==> src/rtl/asa_pkg.sv <==
// shared types and constants for the aliquot sum abundance classifier
`timescale 1ns / 1ps

package asa_pkg;

    // default datapath width for the number under test
    localparam int NUM_WIDTH_DEF = 16;

    // fixed field widths on the streams
    localparam int NUMBER_WIDTH  = 16;
    localparam int ABUND_WIDTH   = 19;
    localparam int CLASS_WIDTH   = 2;
    localparam int S_TDATA_WIDTH = 16;
    localparam int M_TDATA_WIDTH = 24;

    // saturation limits of the abundance field
    localparam int ABUND_MAX = 262143;
    localparam int ABUND_MIN = -262144;

    // class codes
    typedef enum logic [CLASS_WIDTH-1:0] {
        CLASS_DEFICIENT = 2'd0,
        CLASS_PERFECT   = 2'd1,
        CLASS_ABUNDANT  = 2'd2
    } class_t;

    // sequencer states
    typedef enum logic [2:0] {
        ST_IDLE,
        ST_CHECK,
        ST_WAIT,
        ST_FINISH
    } state_t;

    // status from the remainder unit back to the sequencer
    typedef struct packed {
        logic done;
        logic rem_zero;
    } rem_status_t;

endpackage

==> src/rtl/asa_rem_unit.sv <==
// shared restoring remainder unit, one quotient bit per cycle
`timescale 1ns / 1ps

module asa_rem_unit #(
    parameter int WIDTH = asa_pkg::NUM_WIDTH_DEF
) (
    input  logic                 aclk,
    input  logic                 aresetn,
    input  logic                 start,
    input  logic [WIDTH-1:0]     dividend,
    input  logic [WIDTH-1:0]     divisor,
    output asa_pkg::rem_status_t status
);

    localparam int CNT_W = (WIDTH > 1) ? $clog2(WIDTH) : 1;
    localparam logic [CNT_W-1:0] LAST_STEP = CNT_W'(WIDTH - 1);

    logic             busy_reg, busy_next;
    logic             done_reg, done_next;
    logic [CNT_W-1:0] cnt_reg, cnt_next;
    logic [WIDTH-1:0] dvd_reg, dvd_next;
    logic [WIDTH-1:0] dsr_reg, dsr_next;
    logic [WIDTH-1:0] rem_reg, rem_next;
    logic [WIDTH:0]   trial;

    // one restoring step: shift in the next dividend bit, subtract if it fits
    assign trial = {rem_reg, dvd_reg[WIDTH-1]};

    always_comb begin
        busy_next = busy_reg;
        done_next = 1'b0;
        cnt_next  = cnt_reg;
        dvd_next  = dvd_reg;
        dsr_next  = dsr_reg;
        rem_next  = rem_reg;
        if (start) begin
            busy_next = 1'b1;
            cnt_next  = '0;
            dvd_next  = dividend;
            dsr_next  = divisor;
            rem_next  = '0;
        end else if (busy_reg) begin
            dvd_next = {dvd_reg[WIDTH-2:0], 1'b0};
            if (trial >= {1'b0, dsr_reg}) begin
                rem_next = WIDTH'(trial - {1'b0, dsr_reg});
            end else begin
                rem_next = trial[WIDTH-1:0];
            end
            if (cnt_reg == LAST_STEP) begin
                busy_next = 1'b0;
                done_next = 1'b1;
            end else begin
                cnt_next = cnt_reg + 1'b1;
            end
        end
    end

    // control registers
    always_ff @(posedge aclk) begin
        if (!aresetn) begin
            busy_reg <= 1'b0;
            done_reg <= 1'b0;
        end else begin
            busy_reg <= busy_next;
            done_reg <= done_next;
        end
    end

    // datapath registers
    always_ff @(posedge aclk) begin
        cnt_reg <= cnt_next;
        dvd_reg <= dvd_next;
        dsr_reg <= dsr_next;
        rem_reg <= rem_next;
    end

    assign status.done     = done_reg;
    assign status.rem_zero = (rem_reg == '0);

    // a start never lands on a division in progress
    a_no_restart: assert property (@(posedge aclk) disable iff (!aresetn)
        start |-> !busy_reg) else $error("remainder unit restarted while busy");

    // done follows the last step exactly
    a_done_after_last: assert property (@(posedge aclk) disable iff (!aresetn)
        (busy_reg && !start && cnt_reg == LAST_STEP) |=> done_reg)
        else $error("remainder unit missed done");

    // the remainder is below the divisor once done
    a_rem_below: assert property (@(posedge aclk) disable iff (!aresetn)
        done_reg |-> (rem_reg < dsr_reg)) else $error("remainder not reduced");

endmodule

==> src/rtl/aliquot_sum_abundance_top.sv <==
// top level: proper divisor sum by trial division, abundance and class
`timescale 1ns / 1ps

// Takes one unsigned number per item on the s_axis side and returns its
// abundance (sum of proper divisors minus the number, 19-bit two's
// complement, saturated) and a class code (deficient, perfect, abundant) on
// the m_axis side. Every candidate divisor from 1 to number minus one is
// tested on one shared restoring remainder unit that retires one bit a
// cycle. Inputs 0 and 1 skip the remainder unit. Only the low NUM_WIDTH
// bits of the number are used. s_axis_tready is high only while no item is
// in work; a finished result sits in an output register until taken, and
// the next item can be accepted as soon as the result has moved there.
module aliquot_sum_abundance_top #(
    parameter int NUM_WIDTH = asa_pkg::NUM_WIDTH_DEF
) (
    input  logic                              aclk,
    input  logic                              aresetn,
    input  logic                              s_axis_tvalid,
    output logic                              s_axis_tready,
    // [15:0] number
    input  logic [asa_pkg::S_TDATA_WIDTH-1:0] s_axis_tdata,
    output logic                              m_axis_tvalid,
    input  logic                              m_axis_tready,
    // [18:0] abundance, [20:19] number_class, [23:21] zero
    output logic [asa_pkg::M_TDATA_WIDTH-1:0] m_axis_tdata
);

    localparam int IN_W  = (NUM_WIDTH < asa_pkg::NUMBER_WIDTH) ?
                           NUM_WIDTH : asa_pkg::NUMBER_WIDTH;
    localparam int SUM_W  = NUM_WIDTH + 3;
    localparam int DIFF_W = SUM_W + 1;
    localparam int EXT_W  = (DIFF_W > asa_pkg::ABUND_WIDTH) ? DIFF_W : asa_pkg::ABUND_WIDTH;
    localparam int PAD_W  = asa_pkg::M_TDATA_WIDTH - asa_pkg::ABUND_WIDTH
                            - asa_pkg::CLASS_WIDTH;
    localparam logic signed [EXT_W-1:0] SAT_MAX = EXT_W'(asa_pkg::ABUND_MAX);
    localparam logic signed [EXT_W-1:0] SAT_MIN = EXT_W'(asa_pkg::ABUND_MIN);

    asa_pkg::state_t state_reg, state_next;

    logic [NUM_WIDTH-1:0] n_reg, n_next;
    logic [NUM_WIDTH-1:0] cand_reg, cand_next;
    logic [SUM_W-1:0]     sum_reg, sum_next;

    logic                               out_valid_reg, out_valid_next;
    logic [asa_pkg::ABUND_WIDTH-1:0]    abund_reg, abund_next;
    asa_pkg::class_t                    class_reg, class_next;

    logic                 s_fire;
    logic                 div_start;
    logic                 out_free;
    logic                 load_out;
    asa_pkg::rem_status_t rem_sts;

    logic signed [DIFF_W-1:0] diff;
    logic signed [EXT_W-1:0]  diff_ext;
    asa_pkg::class_t          diff_class;
    logic [asa_pkg::ABUND_WIDTH-1:0] diff_sat;

    assign s_fire   = s_axis_tvalid && s_axis_tready;
    assign out_free = !out_valid_reg || m_axis_tready;

    // shared remainder unit
    asa_rem_unit #(
        .WIDTH (NUM_WIDTH)
    ) u_rem (
        .aclk     (aclk),
        .aresetn  (aresetn),
        .start    (div_start),
        .dividend (n_reg),
        .divisor  (cand_reg),
        .status   (rem_sts)
    );

    // next state
    always_comb begin
        state_next = state_reg;
        unique case (state_reg)
            asa_pkg::ST_IDLE: begin
                if (s_axis_tvalid) begin
                    state_next = asa_pkg::ST_CHECK;
                end
            end
            asa_pkg::ST_CHECK: begin
                if (cand_reg >= n_reg) begin
                    state_next = asa_pkg::ST_FINISH;
                end else begin
                    state_next = asa_pkg::ST_WAIT;
                end
            end
            asa_pkg::ST_WAIT: begin
                if (rem_sts.done) begin
                    state_next = asa_pkg::ST_CHECK;
                end
            end
            asa_pkg::ST_FINISH: begin
                if (out_free) begin
                    state_next = asa_pkg::ST_IDLE;
                end
            end
            default: state_next = asa_pkg::ST_IDLE;
        endcase
    end

    // state outputs
    always_comb begin
        s_axis_tready = 1'b0;
        div_start     = 1'b0;
        load_out      = 1'b0;
        unique case (state_reg)
            asa_pkg::ST_IDLE:   s_axis_tready = 1'b1;
            asa_pkg::ST_CHECK:  div_start     = (cand_reg < n_reg);
            asa_pkg::ST_WAIT:   ;
            asa_pkg::ST_FINISH: load_out      = out_free;
            default:            ;
        endcase
    end

    // abundance, class from the true sign, then saturation
    assign diff     = signed'({1'b0, sum_reg}) - signed'(DIFF_W'(n_reg));
    assign diff_ext = EXT_W'(diff);

    always_comb begin
        priority if (diff < 0) begin
            diff_class = asa_pkg::CLASS_DEFICIENT;
        end else if (diff == 0) begin
            diff_class = asa_pkg::CLASS_PERFECT;
        end else begin
            diff_class = asa_pkg::CLASS_ABUNDANT;
        end
        priority if (diff_ext > SAT_MAX) begin
            diff_sat = SAT_MAX[asa_pkg::ABUND_WIDTH-1:0];
        end else if (diff_ext < SAT_MIN) begin
            diff_sat = SAT_MIN[asa_pkg::ABUND_WIDTH-1:0];
        end else begin
            diff_sat = diff_ext[asa_pkg::ABUND_WIDTH-1:0];
        end
    end

    // datapath next values
    always_comb begin
        n_next         = n_reg;
        cand_next      = cand_reg;
        sum_next       = sum_reg;
        abund_next     = abund_reg;
        class_next     = class_reg;
        out_valid_next = out_valid_reg;
        if (out_valid_reg && m_axis_tready) begin
            out_valid_next = 1'b0;
        end
        if (s_fire) begin
            n_next    = NUM_WIDTH'(s_axis_tdata[IN_W-1:0]);
            cand_next = NUM_WIDTH'(1);
            sum_next  = '0;
        end
        // accumulate a candidate that divides evenly, then move on
        if (state_reg == asa_pkg::ST_WAIT && rem_sts.done) begin
            if (rem_sts.rem_zero) begin
                sum_next = sum_reg + SUM_W'(cand_reg);
            end
            cand_next = cand_reg + 1'b1;
        end
        if (load_out) begin
            abund_next     = diff_sat;
            class_next     = diff_class;
            out_valid_next = 1'b1;
        end
    end

    // control registers
    always_ff @(posedge aclk) begin
        if (!aresetn) begin
            state_reg     <= asa_pkg::ST_IDLE;
            out_valid_reg <= 1'b0;
        end else begin
            state_reg     <= state_next;
            out_valid_reg <= out_valid_next;
        end
    end

    // payload registers
    always_ff @(posedge aclk) begin
        n_reg     <= n_next;
        cand_reg  <= cand_next;
        sum_reg   <= sum_next;
        abund_reg <= abund_next;
        class_reg <= class_next;
    end

    assign m_axis_tvalid = out_valid_reg;
    assign m_axis_tdata  = {{PAD_W{1'b0}}, class_reg, abund_reg};

    // the remainder unit reports only while the sequencer waits for it
    a_done_in_wait: assert property (@(posedge aclk) disable iff (!aresetn)
        rem_sts.done |-> state_reg == asa_pkg::ST_WAIT)
        else $error("remainder result outside wait state");

    // an accepted item starts with the candidate check
    a_accept_to_check: assert property (@(posedge aclk) disable iff (!aresetn)
        s_fire |=> (state_reg == asa_pkg::ST_CHECK && cand_reg == NUM_WIDTH'(1)))
        else $error("item not started correctly");

    // candidates under test stay below the number
    a_cand_range: assert property (@(posedge aclk) disable iff (!aresetn)
        state_reg == asa_pkg::ST_WAIT |-> (cand_reg < n_reg && cand_reg != '0))
        else $error("candidate out of range");

    // an unread result is never overwritten
    a_no_overwrite: assert property (@(posedge aclk) disable iff (!aresetn)
        (out_valid_reg && !m_axis_tready) |=> $stable(m_axis_tdata))
        else $error("pending result overwritten");

endmodule

==> config.mk <==
export PLATFORM = sky130hd
export DESIGN_NAME = aliquot_sum_abundance_top
export DESIGN_NICKNAME = d
export VERILOG_FILES = /design/src/rtl/asa_pkg.sv /design/src/rtl/asa_rem_unit.sv /design/src/rtl/aliquot_sum_abundance_top.sv
export SDC_FILE = /design/constraint.sdc
export NUM_CORES = 1
export LEC_CHECK = 0
export BUFFER_PORTS_ARGS = -buffer_cell sky130_fd_sc_hd__buf_2
export CAP_MARGIN = 20
export CORE_ASPECT_RATIO = 1.25
export CORE_MARGIN = 2
export CORE_UTILIZATION = 45
export DETAILED_ROUTE_END_ITERATION = 10
export PLACE_DENSITY = 0.73
export SYNTH_ARGS = -nofsm -noshare
export SYNTH_HDL_FRONTEND = slang
export SYNTH_HIERARCHICAL = 1
export SYNTH_SLANG_ARGS = --single-unit
export TNS_END_PERCENT = 20
==> constraint.sdc <==
create_clock -name aclk -period 4.9 [get_ports aclk]
set_clock_uncertainty 0.15 [all_clocks]
set_input_delay 0.245 -clock aclk [delete_from_list [all_inputs] [get_ports aclk]]
set_output_delay 0.245 -clock aclk [all_outputs]
set_load 0.01 [all_outputs]
==> impl_metrics.ini, run 1 <==
[grt]
antenna_found_initial = 0
grt_pass1_wl_microns = 32200
grt_max_degree = 51
grt_overflow_total = 0
grt_usage_pct = 20.2
grt_pass1_vias = 6554

[drt]
post-route-drc-count = 0
avgRoutedWirePerCell_microns = 17.5
drt.antenna.violating_nets = 0
avgViaCountPerCell = 5.82
dr_total_vias = 6527
drt_wl_total_microns = 19600
first_pass_iters = 5
drt-initial-drc-count = 364

[floorplan]
start_util_pct = 46.1
design.die.area_sq_um = 19600
core_area_sq_um = 18100
die_x_microns = 126
std_cell_rows = 55
die_h_microns = 156
ios = 46

[worst_setup_path]
critPathLaunchType = flop
r2r-start = n_reg[1]$_DFFE_PP_
cp.required_ns = 5.04
cp_max_fo = 50
crit_type = flop to flop
ff2ff_path_depth = 14
reg2reg_slack_ns = 1.41
cp-end-kind = flop
cp.arrival_ns = 3.63
r2r-end = u_rem/rem_reg[15]$_SDFFE_PP0P_

[sta]
hold_ws_ns = 0.0285
rsz0062_at_grt = false
final-setup-viol-count = 0
clock.fmax_mhz = 287
period_share_pct = 71.2
final-hold-violation-count = 0
drv_slew = 0
final.setup.tns_ns = 0
tightest_slew_ns = 0.969
max-slew-margin-rel_pct = 35.3
min_period_ns = 3.49

[power_and_ir_drop]
combinationalPowerShare_pct = 31.9
p_leak_nw = 3.84
p_sw_w = 0.00142
swShare_pct = 35.0
ir_drop_uv = 229
power.density_nw_per_um2 = 428
p_total_w = 0.00406
intPower_w = 0.00264
p_seq_share_pct = 36.0
p_clk_share_pct = 32.1

[yosys]
yosysUniqueCellTypes = 91
yosys.area.top_type = edfxtp_1
synth_common_cells = 85 x edfxtp_1, 66 x ha_1, 62 x nor2_1, 53 x inv_1, 50 x nand2_1
synth-edff-count = 85
syn-instance-count = 829
synth_area_leaders = edfxtp_1 31%, dfxtp_1 11%, ha_1 9.9%, nor2_1 2.8%, nand3_1 2.6%
yosys_most_used_dff = edfxtp_1
yosysMostFrequentCell = edfxtp_1
syn_area_sq_um = 8340
ys_ff_latch = 129
yosys_warnings = 6
syn_avg_cell_area_sq_um = 10.1
synth_top_area_share_pct = 30.6
seq_area_frac_synth_pct = 41.2
async_reset_ff_share_pct = 0

[clocking]
cts_tree = yes
numCtsBuffers = 17
insertion_delay_ns = 0.42
htree_levels = 4
clock-sinks = 129
clk_pin_slew_worst_paths_ns = 0.06
hold_buffers = 17
clockRootBuffer = clkbuf_16
cts_resized = 0
clockBufferDepth = 2
cts_setup_buffers = 0

[hold_path]
hold_depth = 3
min_path_type = input pin to flop
min_to = m_axis_tvalid$_SDFFE_PN0P_
min_from = m_axis_tready

[run]
drv_cap = 0

[placed_design]
hpwlAfterDp_microns = 14100
place_congestion = 0.924
portBuffers = 42

[cells_and_area]
layout-drive-gt1-share_pct = 14.9
antenna_cells = 0
utilization_pct = 52.3
syn_to_final_growth_pct = 13.6
fin_nets = 969

[outcome]
status = finished, final reports clean
power groups by stage:
stage               Combinational [W]  Sequential [W]  Clock [W]
global placement              0.00124         0.00148          0
global route                  0.00143         0.00148    0.00136
floorplan                     0.00104         0.00142          0
CTS                           0.00128         0.00146    0.00132
finish                        0.00129         0.00146    0.00130
detailed placement            0.00126         0.00148          0
placed cells by master (no fill, tap or decap), drive strengths merged, types with 19 or more instances in the layout:
| master | n |
|---|---|
| buf | 46 |
| xnor2 | 20 |
| edfxtp | 85 |
| a21o | 19 |
| a21oi | 44 |
| xor2 | 22 |
| o21ai | 60 |
| clkbuf | 23 |
| nor2 | 64 |
| dfxtp | 44 |
| ha | 66 |
| nand3 | 43 |
| inv | 59 |
| nand2 | 51 |
how the worst max path moves through the flow:
| stage | startpoint | end | slack, ns | cells after the start |
|---|---|---|---|---|
| detailed placement | n_reg[1]$_DFFE_PP_ | u_rem/rem_reg[15]$_SDFFE_PP0P_ | 1.48 | 14 |
| global placement | n_reg[1]$_DFFE_PP_ | u_rem/dvd_reg[1]$_DFFE_PP_ | 1.54 | 12 |
| finish | n_reg[1]$_DFFE_PP_ | u_rem/rem_reg[15]$_SDFFE_PP0P_ | 1.41 | 14 |
| floorplan | cand_reg[1]$_SDFFCE_PN0P_ | u_rem/dvd_reg[10]$_DFFE_PP_ | 0.94 | 12 |
| global route | n_reg[1]$_DFFE_PP_ | u_rem/rem_reg[15]$_SDFFE_PP0P_ | 1.12 | 14 |
| CTS | n_reg[1]$_DFFE_PP_ | u_rem/rem_reg[15]$_SDFFE_PP0P_ | 1.41 | 14 |
layer usage:
layer  GRT usage (%)  wire, microns  up-vias
met4            9.73            712        0
met2            36.6          10100      143
met1            23.2           8250     3138
met5               0              0        -
met3            3.05            482       49
li1                -              -     3197
stage by stage:
stage               instances  worst slack [ns]  instance area, sq um
floorplan                 831             0.945                  8340
global placement         1071              1.54                  8660
detailed placement       1071              1.48                  8660
CTS                      1120              1.41                  9450
global route             1121              1.12                  9470
finish                   1121              1.41                  9470
logic make-up (layout without fill, tap and decap cells):
family,after synthesis,count (layout),share of synthesized area (%)
compound gates,224,224,19.8
fa+ha+maj,69,69,10.6
flops,129,129,41.2
simple gates,258,258,16.3
mux,20,20,2.66
other cells,1,3,0.0450
xor+xnor,42,42,4.41
buf+inv,86,148,4.91
worst max-delay path, stage by stage (launching register included):
cell and delay [ns]:
edfxtp_1 0.44, inv_1 0.13, ha_1 0.25, nor2b_1 0.13, o21a_1 0.16, o21a_1 0.16
o21a_1 0.16, o21a_1 0.16, o2111ai_1 0.21, nand3_1 0.15, nor2_4 0.12, buf_4 0.51
nor2_1 0.24, a41oi_1 0.26, o21ai_0 0.12
area by class of cell:
cell class,instances,area (sq um)
repair buffers,63,418
fillers,1568,8630
well taps,228,285
clock inverters,9,78.8
multi-input cells,616,4510
inverters,53,199
clock buffers,23,543
flip-flops and latches,129,3430
(Power assumes the default switching activity.)
==> run 2, diff against run 1 <==
==> constraint.sdc (replaced) <==
create_clock -name aclk -period 3.3 [get_ports aclk]
set_clock_uncertainty 0.15 [all_clocks]
set_input_delay 0.165 -clock aclk [delete_from_list [all_inputs] [get_ports aclk]]
set_output_delay 0.165 -clock aclk [all_outputs]
set_load 0.01 [all_outputs]
==> run 2 against run 1 <==
Sequential cell count unchanged. First-iteration DRC count increased by 19%. Worst hold slack improved by 0.041 ns. Die area unchanged. Clock power increased by 32%. Critical path type unchanged. Largest power group unchanged.
==> impl_metrics.ini, run 2 (synthesis results as in run 1) <==
[sta]
final-setup-viol-count = 0
final-hold-violation-count = 0
clock.fmax_mhz = 318
drv_slew = 0
max-slew-margin-rel_pct = 56.7
tightest_slew_ns = 0.649
min_period_ns = 3.15
finalWorstSetupSlack_ns = 0.155
hold_ws_ns = 0.0699
period_share_pct = 95.3
rsz0062_at_grt = true

[drt]
dr_total_vias = 6590
drt_wl_total_microns = 19100
avgViaCountPerCell = 5.78
highest-signal-layer = met4
post-route-drc-count = 0
routed-wl-met3_microns = 578
routedLengthMet1_microns = 7990
avgRoutedWirePerCell_microns = 16.8
drt.antenna.violating_nets = 0
first_pass_iters = 4
wl_met2_microns = 9870
drt-initial-drc-count = 432

[worst_setup_path]
path_cells = inv_1 -> ha_1 -> nor2b_4 -> o31a_1 -> a21o_1 -> or3_4 -> a2111oi_4 -> o2111a_1 -> and4_1 -> a31oi_1
slowest_delay_ns = 0.44
critPathLaunchType = flop
r2r-end = class_reg[1]$_SDFFCE_PP0P_
cp-end-kind = flop
r2r-start = n_reg[1]$_DFFE_PP_
cp_max_fo = 4
crit_type = flop to flop
reg2reg_slack_ns = 0.15
ff2ff_path_depth = 10
critPathSlowestCell = edfxtp_1
cp.required_ns = 3.31
cp.arrival_ns = 3.15

[clocking]
numCtsBuffers = 17
clk_pin_slew_worst_paths_ns = 0.06
htree_levels = 4
clockRootBuffer = clkbuf_16
insertion_delay_ns = 0.41
cts_tree = yes
clockBufferDepth = 2
clock-sinks = 129

[placed_design]
placed_cells = 1087
portBuffers = 42
place_area_sq_um = 8810
hpwlAfterDp_microns = 14200
dp_slack_ns = 0.00340
place_congestion = 0.880

[floorplan]
design.die.area_sq_um = 19600
ios = 46
std_cell_rows = 55
core_area_sq_um = 18100
die_x_microns = 126
die_h_microns = 156
start_util_pct = 46.1

[cells_and_area]
layout_commonest_cell = edfxtp_1
utilization_pct = 52.9
syn_to_final_growth_pct = 14.9
layout_common_cells = 85 x edfxtp_1, 66 x ha_1, 60 x nor2_1
fin_nets = 988
stdcell_area_sq_um = 9570
antenna_cells = 0
layout-drive-gt1-share_pct = 16.6
final_cells = 1140

[run]
drv_cap = 0

[grt]
grt_pass1_wl_microns = 31700
grt_overflow_total = 0
grt_usage_pct = 19.9
grt_max_degree = 44
grt_pass1_vias = 6505
antenna_found_initial = 0

[hold_path]
min_from = s_axis_tvalid
min_to = state_reg[0]$_SDFFE_PN0P_
min_path_type = input pin to flop
hold_depth = 4

[power_and_ir_drop]
ir_drop_uv = 379
p_leak_nw = 3.90
power.density_nw_per_um2 = 607

[outcome]
status = finished, final reports clean
==> run 2: cell type report <==
cell class	count	area [sq um]
fill	1590	8520
multi-input combinational	616	4510
sequential	129	3430
timing repair buffer	82	611
clock buffer	18	429
tap	228	285
inverter	53	199
clock inverter	14	105
==> run 2: critical path, delay by kind of cell (launching register included) <==
family                   cells  cell delay, ns
AND/OR/NAND/NOR              3            0.71
flip-flops                   1            0.44
buffers and inverters        1            0.14
AO/OA/AOI/OAI                5            1.20
adder cells (fa/ha/maj)      1            0.25
==> run 2: worst max-delay path by stage <==
stage                                         start                     endpoint  slack (ns)  cells past startpoint
final                            n_reg[1]$_DFFE_PP_   class_reg[1]$_SDFFCE_PP0P_        0.15                     10
after global routing             n_reg[0]$_DFFE_PP_   class_reg[1]$_SDFFCE_PP0P_       -0.02                     10
after global placement           n_reg[7]$_DFFE_PP_   class_reg[1]$_SDFFCE_PP0P_       -0.03                     10
after CTS                        n_reg[0]$_DFFE_PP_   abund_reg[4]$_SDFFCE_PN1P_        0.07                     10
after floorplan           cand_reg[1]$_SDFFCE_PN0P_  u_rem/dvd_reg[11]$_DFFE_PP_       -0.02                     12
after detailed placement         n_reg[7]$_DFFE_PP_   class_reg[1]$_SDFFCE_PP0P_       0.003                     10
==> run 2: what timing repair did <==
action | in CTS | in global routing
setup endpoints to repair | 1 | 33
gates cloned | 0 | 1
gates resized for setup | 1 | 1
hold buffers | 18 | 0
endpoints found under the hold margin | 21 | 0
pin swaps | 0 | 2
buffers inserted | 0 | 2
==> run 2: metrics by stage <==
stage / TNS, ns / total power, W
3_5_place_dp: 0 / 0.00408
3_3_place_gp: -0.0349 / 0.00405
4_1_cts: 0 / 0.00580
5_1_grt: -0.0191 / 0.00612
2_1_floorplan: -0.0724 / 0.00366
6_report: 0 / 0.00581
==> run 2: metal layers <==
layer,GRT usage [%],vias up
li1,-,3234
met1,23.2,3151
met2,36.2,163
met3,2.78,42
met4,9.21,0
met5,0,-
==> run 2: where the power goes <==
group	switching, W	internal (W)	leakage (nW)	total, W
Clock	0.000736	0.000969	0.259	0.00171
Sequential	0.000192	0.00196	1.14	0.00215
Combinational	0.00115	0.000815	2.50	0.00196
==> run 3, diff against run 2 <==
--- a/config.mk
+++ b/config.mk
@@ -11,7 +11,8 @@
 export CORE_MARGIN = 2
 export CORE_UTILIZATION = 45
 export DETAILED_ROUTE_END_ITERATION = 10
-export PLACE_DENSITY = 0.73
+export PLACE_DENSITY = 0.75
+export SLEW_MARGIN = 20
 export SYNTH_ARGS = -nofsm -noshare
 export SYNTH_HDL_FRONTEND = slang
 export SYNTH_HIERARCHICAL = 1
==> constraint.sdc (replaced) <==
create_clock -name aclk -period 2.8 [get_ports aclk]
set_clock_uncertainty 0.15 [all_clocks]
set_input_delay 0.14 -clock aclk [delete_from_list [all_inputs] [get_ports aclk]]
set_output_delay 0.14 -clock aclk [all_outputs]
set_load 0.01 [all_outputs]
==> run 3 against run 2 <==
Critical endpoint is now u_rem/dvd_reg[1]$_DFFE_PP_. Sequential share of layout area fell by 3.5 points. Global-route usage rose by 1.8 points. First-iteration DRC count rose by 3.0%. Wire length rose by 14%. Via count rose by 9.0%. Register-to-register slack got worse by 0.43 ns. Fmax rose by 2.4%. Die area did not move. The flow now finishes with violations (negative setup slack). Setup slack got worse by 0.43 ns.
==> impl_metrics.ini, run 3 (synthesis results as in run 1) <==
[grt]
grt_pass1_vias = 7115
antenna_found_initial = 0
grt_pass1_wl_microns = 34400
grt_max_degree = 25
grt_overflow_total = 0
grt_usage_pct = 21.7

[floorplan]
start_util_pct = 46.1
die_h_microns = 156
std_cell_rows = 55
die_x_microns = 126
ios = 46
design.die.area_sq_um = 19600
core_area_sq_um = 18100

[placed_design]
hpwlAfterDp_microns = 15200
portBuffers = 42
place_area_sq_um = 9480
dp_slack_ns = -0.342
place_congestion = 0.900
placed_cells = 1171

[hold_path]
min_from = s_axis_tvalid
hold_depth = 4
min_path_type = input pin to flop
min_to = state_reg[0]$_SDFFE_PN0P_

[drt]
dr_total_vias = 7184
first_pass_iters = 5
drt_wl_total_microns = 21900
avgRoutedWirePerCell_microns = 17.7
drt-initial-drc-count = 445
drt.antenna.violating_nets = 0
avgViaCountPerCell = 5.83
post-route-drc-count = 0

[cells_and_area]
antenna_cells = 0
layout_common_cells = 102 x buf_4, 85 x edfxtp_1, 61 x ha_1
fin_nets = 1081
syn_to_final_growth_pct = 27.4
layout-drive-gt1-share_pct = 27.7
n_fill_cell = 1403
stdcell_area_sq_um = 10600
final_cells = 1233
layout_commonest_cell = buf_4

[power_and_ir_drop]
p_total_w = 0.00745
ir_drop_uv = 448
power.density_nw_per_um2 = 702
p_leak_nw = 4.47

[sta]
finalWorstSetupSlack_ns = -0.271
clock.fmax_mhz = 326
min_period_ns = 3.07
max-slew-margin-rel_pct = 58.2
final-hold-violation-count = 0
tightest_slew_ns = 0.626
period_share_pct = 110
final-setup-viol-count = 84
rsz0062_at_grt = true
drv_slew = 0
hold_ws_ns = 0.0336

[worst_setup_path]
r2r-end = u_rem/dvd_reg[1]$_DFFE_PP_
critPathLaunchType = flop
reg2reg_slack_ns = -0.27
cp-end-kind = flop
crit_type = flop to flop
cp.arrival_ns = 3.10
ff2ff_path_depth = 13
r2r-start = n_reg[1]$_DFFE_PP_
cp.required_ns = 2.83
cp_max_fo = 6

[clocking]
clockBufferDepth = 2
clockRootBuffer = clkbuf_16
numCtsBuffers = 17
insertion_delay_ns = 0.43
clock-sinks = 129
clk_pin_slew_worst_paths_ns = 0.06
htree_levels = 4
cts_tree = yes

[run]
drv_cap = 0

[outcome]
failed_checks = negative setup slack
status = finished, violations left
-- run 3: layer usage --
metal  GRT usage (%)  routed length (microns)  vias up
met5               0                        0        -
met1            24.3                     8540     3446
li1                -                        -     3424
met2            38.5                    11100      233
met3            3.74                     1010       81
met4            13.4                     1220        0
-- run 3: worst max path at each step --
| stage | start | depth (start not counted) | slack [ns] | to |
|---|---|---|---|---|
| 2_1_floorplan | cand_reg[1]$_SDFFCE_PN0P_ | 12 | -0.44 | u_rem/dvd_reg[10]$_DFFE_PP_ |
| 3_3_place_gp | n_reg[7]$_DFFE_PP_ | 10 | -0.26 | class_reg[1]$_SDFFCE_PP0P_ |
| 3_5_place_dp | n_reg[7]$_DFFE_PP_ | 10 | -0.34 | class_reg[1]$_SDFFCE_PP0P_ |
| 4_1_cts | n_reg[1]$_DFFE_PP_ | 10 | -0.20 | class_reg[1]$_SDFFCE_PP0P_ |
| 5_1_grt | cand_reg[0]$_SDFFCE_PN1P_ | 13 | -0.34 | u_rem/dvd_reg[1]$_DFFE_PP_ |
| 6_report | n_reg[1]$_DFFE_PP_ | 13 | -0.27 | u_rem/dvd_reg[1]$_DFFE_PP_ |
-- run 3: critical path, cell delays in order (launching register included) --
cell	delay [ns]
edfxtp_1	0.40
inv_2	0.11
ha_4	0.21
nor2b_4	0.13
o21a_1	0.20
o21a_1	0.18
o21a_1	0.16
o21a_1	0.19
o2111ai_2	0.23
nand3_2	0.12
nor2_4	0.15
buf_12	0.15
clkbuf_16	0.16
mux2_4	0.29
-- run 3: timing repair --
item                                   4_1_cts  5_1_grt
buffers inserted                             6        4
setup endpoints to repair                   83       96
resized for setup                           19       44
endpoints found under the hold margin       21        0
cloned                                       0        2
hold buffers                                18        0
pin swaps                                    6       19
-- run 3: cell type report --
type | instances | area, sq um | area share (%)
Sequential cell | 129 | 3430 | 32.3
Multi-Input combinational cell | 616 | 4730 | 44.5
Inverter | 53 | 199 | 1.87
Clock inverter | 14 | 153 | 1.44
Timing Repair Buffer | 175 | 1390 | 13.1
Clock buffer | 18 | 429 | 4.04
Tap cell | 228 | 285 | 2.69
-- run 3: power breakdown --
group / internal [W] / switching (W) / total, W
clock network: 0.00132 / 0.000895 / 0.00222
registers: 0.00230 / 0.000226 / 0.00253
logic: 0.00122 / 0.00149 / 0.00270
total: 0.00484 / 0.00261 / 0.00745
-- run 3: through the flow --
step	setup TNS, ns	util (%)
after CTS	-7.11	57.2
final	-13.67	58.7
after floorplan	-14.99	-
after global placement	-9.19	52.4
after detailed placement	-12.91	52.4
after global routing	-21.40	58.7
